File: src/sv/cpc_sketch_coupon_update_unit_defines.svh
// assertion macros for the coupon update unit
`ifndef CPC_SKETCH_COUPON_UPDATE_UNIT_DEFINES_SVH
`define CPC_SKETCH_COUPON_UPDATE_UNIT_DEFINES_SVH

// same-cycle implication
`define CPC_ASSERT_SAME(lbl, ck, rn, ante, cons, msg) \
	lbl: assert property (@(posedge ck) disable iff (!rn) (ante) |-> (cons)) else $error(msg);

// next-cycle implication
`define CPC_ASSERT_NEXT(lbl, ck, rn, ante, cons, msg) \
	lbl: assert property (@(posedge ck) disable iff (!rn) (ante) |=> (cons)) else $error(msg);

`endif

File: src/sv/cpc_pkg.sv
// shared constants, types and helpers for the coupon update unit
package cpc_pkg;

	localparam int MAX_LG_K_DEF = 12;
	localparam int LG_K_MIN     = 4;
	localparam int LG_K_RESET   = 12;
	localparam int FRAC_BITS    = 24;
	localparam int QUEUE_DEPTH  = 4;

	localparam logic REG_LG_K = 1'b0;

	localparam logic [2:0] FLV_EMPTY   = 3'd0;
	localparam logic [2:0] FLV_SPARSE  = 3'd1;
	localparam logic [2:0] FLV_HYBRID  = 3'd2;
	localparam logic [2:0] FLV_PINNED  = 3'd3;
	localparam logic [2:0] FLV_SLIDING = 3'd4;

	typedef struct packed {
		logic       novel;
		logic [5:0] col;
	} cpc_entry_t;

	typedef enum logic [1:0] {F_CLEAR, F_IDLE, F_CHECK} front_state_t;
	typedef enum logic [2:0] {B_IDLE, B_DIV, B_MUL, B_ERR, B_ACC} back_state_t;

	// leading zero count clipped to 63, binary search in six steps
	function automatic logic [5:0] lead_col(input logic [63:0] v);
		logic [63:0] x;
		logic [6:0]  n;
		x = v;
		n = '0;
		if (x[63:32] == 32'd0) begin n = n + 7'd32; x = {x[31:0], 32'd0}; end
		if (x[63:48] == 16'd0) begin n = n + 7'd16; x = {x[47:0], 16'd0}; end
		if (x[63:56] == 8'd0) begin n = n + 7'd8; x = {x[55:0], 8'd0}; end
		if (x[63:60] == 4'd0) begin n = n + 7'd4; x = {x[59:0], 4'd0}; end
		if (x[63:62] == 2'd0) begin n = n + 7'd2; x = {x[61:0], 2'd0}; end
		if (!x[63]) n = n + 7'd1;
		return (n > 7'd63) ? 6'd63 : n[5:0];
	endfunction

	function automatic logic [63:0] add_sat(input logic [63:0] a, input logic [63:0] b);
		logic [64:0] s;
		s = {1'b0, a} + {1'b0, b};
		return s[64] ? '1 : s[63:0];
	endfunction

endpackage

File: src/sv/cpc_fifo.sv
// short queue of classified words between front and back
module cpc_fifo (
	input  logic                clk,
	input  logic                arst_n,
	input  logic                push,
	input  cpc_pkg::cpc_entry_t push_data,
	output logic                full,
	input  logic                pop,
	output cpc_pkg::cpc_entry_t pop_data,
	output logic                empty
);
	localparam int AW = $clog2(cpc_pkg::QUEUE_DEPTH);

	cpc_pkg::cpc_entry_t ent_q [cpc_pkg::QUEUE_DEPTH];
	logic [AW-1:0] wr_q, rd_q;
	logic [AW:0]   cnt_q;

	assign full     = (cnt_q == (AW+1)'(cpc_pkg::QUEUE_DEPTH));
	assign empty    = (cnt_q == '0);
	assign pop_data = ent_q[rd_q];

	always_ff @(posedge clk or negedge arst_n) begin
		if (!arst_n) begin
			wr_q  <= '0;
			rd_q  <= '0;
			cnt_q <= '0;
		end else begin
			if (push) wr_q <= wr_q + 1'b1;
			if (pop) rd_q <= rd_q + 1'b1;
			if (push && !pop) cnt_q <= cnt_q + 1'b1;
			else if (pop && !push) cnt_q <= cnt_q - 1'b1;
		end
	end

	always_ff @(posedge clk) begin
		if (push) ent_q[wr_q] <= push_data;
	end
endmodule

File: config.mk
export PLATFORM = sky130hd
export DESIGN_NAME = cpc_fifo
export DESIGN_NICKNAME = d
export VERILOG_FILES = /design/src/sv/cpc_sketch_coupon_update_unit_defines.svh /design/src/sv/cpc_pkg.sv /design/src/sv/cpc_fifo.sv
export SDC_FILE = /design/constraint.sdc
export NUM_CORES = 1
export LEC_CHECK = 0
export ABC_AREA = 1
export BUFFER_PORTS_ARGS = -buffer_cell sky130_fd_sc_hd__buf_2
export CELL_PAD_IN_SITES_DETAIL_PLACEMENT = 0
export CELL_PAD_IN_SITES_GLOBAL_PLACEMENT = 1
export CORE_UTILIZATION = 45
export CTS_BUF_LIST = sky130_fd_sc_hd__clkbuf_8 sky130_fd_sc_hd__clkbuf_16
export DETAILED_ROUTE_END_ITERATION = 16
export GPL_ROUTABILITY_DRIVEN = 0
export PLACE_DENSITY_LB_ADDON = 0.1
export SLEW_MARGIN = 40
export SYNTH_ARGS = -nofsm -noshare
export SYNTH_HDL_FRONTEND = slang
export SYNTH_SLANG_ARGS = --single-unit
File: constraint.sdc
create_clock -name clk -period 1.5 [get_ports clk]
set_input_delay 0.075 -clock clk [delete_from_list [all_inputs] [get_ports clk]]
set_output_delay 0.075 -clock clk [all_outputs]
set_load 0.1 [all_outputs]
==> results.cfg <==
[sta]
fin_crit_ns = 1.44
fmax_ghz = 0.693
relSlewSlack_pct = 67.9
slew_violations = 0
tightest_slew_ns = 0.484
hold_viol = 0
final.setup_skew_ns = 0.00806
period_share_pct = 96.2
setup_ws_ns = 0.0573
setup_viol = 0
rsz0062_at_grt = true
hold_slack_ns = 0.00927

[finish]
diodes = 0
finalNetCount = 176
drive_gt1_share_pct = 22.6
stdcell_area_mm2 = 0.00197
postLayoutCoreUtil_pct = 62.6
syn_to_final_growth_pct = 27.5

[synthesis]
syn_nets = 146
synth-async-reset-ratio_pct = 20.0
synth_common_cells = nand2_1 (34), edfxtp_1 (28), inv_1 (25)
synth_top_area_share_pct = 54.3
dominantRegCellSynth = edfxtp_1
syn_area_per_cell_um2 = 12.0
synth_area_leaders = edfxtp_1 (54%), dfrtp_1 (11%), nand2_1 (8.2%), inv_1 (6.1%), o211ai_1 (5.8%)
netlist_area_mm2 = 0.00155
yosysUniqueCellTypes = 18
synth-edff-count = 28
ys_ff_latch = 35
yosysSeqAreaShare_pct = 65.6
netlist_instances = 129
synth_warnings = 0
yosysTopAreaCell = edfxtp_1
post-synth-top-count-cell = nand2_1

[clock_network]
cts_root_buffer = clkbuf_8
htreeDepth = 2
cts_max_path_buffers = 2
cts.sink_count = 35
cts_tree = done
clock_latency_ns = 0.29
cts.clk_slew.worst_paths_ns = 0.07
cts-buffers-inserted = 5

[worst_setup_path]
r2r_slack_ns = 0.21
path_class = reg2out
r2r_end = ent_q[2][0]
end_kind = output pin
worst_ep_arrival_time_ns = 1.37
ff2ff_path_depth = 4
critical_path.max_fanout = 4
worstReg2RegStart = wr_q[0]
crit_required_ns = 1.42
cp-start-kind = register

[detailed_routing]
wl_per_cell_um = 12.4
drt-pass1-iter-count = 4
drc_errors = 0
vias = 926
drtIter0Drc = 34
antenna_left = 0
finalWirelength_um = 2520
avgViaCountPerCell = 4.56

[floorplan]
die_area_mm2 = 0.00368
rows = 20
die_y_um = 60.6
die_x_um = 60.6
io_pins = 20
initial_core_util_pct = 49.1
core_area_mm2 = 0.00315

[run]
drv_cap = 0

[hold_path]
hold_end = ent_q[0][4]
min_path_cells = 1
hp-start = push_data[4]
min_path_type = in2reg

[global_route]
grt_first_pass_wirelength_um = 4290
grt_overflow = 0
grt_usage_pct = 17.5
grt_pass1_vias = 862
grt_start_max_net_pins = 19
antenna_found_initial = 0

[placed_design]
dpl.hpwl_um = 1710
pre_cts_slack_ns = 0.182
port_buffers = 19
dpl_cell_area_mm2 = 0.00179

[status]
status = finished clean
## critical path, stage by stage, from the launching register on
cell,delay (ns)
dfrtp_1,0.45
nor3_2,0.19
buf_2,0.44
## layout by cell type, fill, tap and decap left out, types with 2 or more instances in the layout
cell type	instances
dlygate4sd3_1	6
buf_2	10
xor2_1	3
buf_12	7
dfrtp_1	7
clkbuf_8	5
nor3_2	2
edfxtp_1	28
buf_4	2
inv_1	25
o211ai_2	2
nand2_1	33
ha_1	4
o211ai_1	12
## worst max path at each step
| stage | from | endpoint | slack [ns] |
|---|---|---|---|
| final | cnt_q[0] | empty | 0.06 |
| after global routing | rd_q[0] | pop_data[3] | -0.009 |
| after CTS | rd_q[0] | pop_data[3] | 0.01 |
| after detailed placement | wr_q[0] | ent_q[2][2] | 0.18 |
| after global placement | cnt_q[0] | cnt_q[2] | 0.22 |
| after floorplan | cnt_q[0] | empty | -0.24 |
## flip-flops by register name (all words and copies together), names as in the netlist
signal,cells
rd_q,2
cnt_q,3
wr_q,2
ent_q,28
## timing repair
item / in CTS / in global routing
hold buffers: 7 / 0
setup endpoints to repair: 0 / 6
gates resized for setup: 0 / 7
endpoints found under the hold margin: 24 / 0
buffers inserted: 0 / 0
## stage by stage
step	TNS [ns]	std cells
after floorplan	-0.489	129
after global placement	0	190
after detailed placement	0	190
after CTS	0	204
after global routing	-0.0128	203
final	0	203
## kinds of logic after synthesis
| family | after synthesis | share of synthesized area [%] |
|---|---|---|
| simple gates | 38 | 9.62 |
| flops | 35 | 65.6 |
| buf+inv | 31 | 9.38 |
| compound gates | 15 | 7.76 |
| fa+ha+maj | 6 | 5.34 |
| xor+xnor | 4 | 2.26 |
## layer usage
layer / global-route usage, % / routed length (µm) / vias up
met4: 6.82 / 40 / 0
met3: 7.25 / 112 / 3
met2: 24.6 / 1150 / 19
met1: 24.2 / 1220 / 420
met5: 0 / 0 / -
li1: - / - / 484
## final cells by class
cell class	count	area [µm²]
Fill cell	285	1180
Inverter	26	98.8
Timing Repair Buffer	28	297
Tap cell	44	55.1
Multi-Input combinational cell	63	404
Clock buffer	5	68.8
Sequential cell	35	1020
Clock inverter	2	33.8
Power is not shown: default switching activity piles up to over one toggle a cycle in this logic, so the estimate is an artifact.
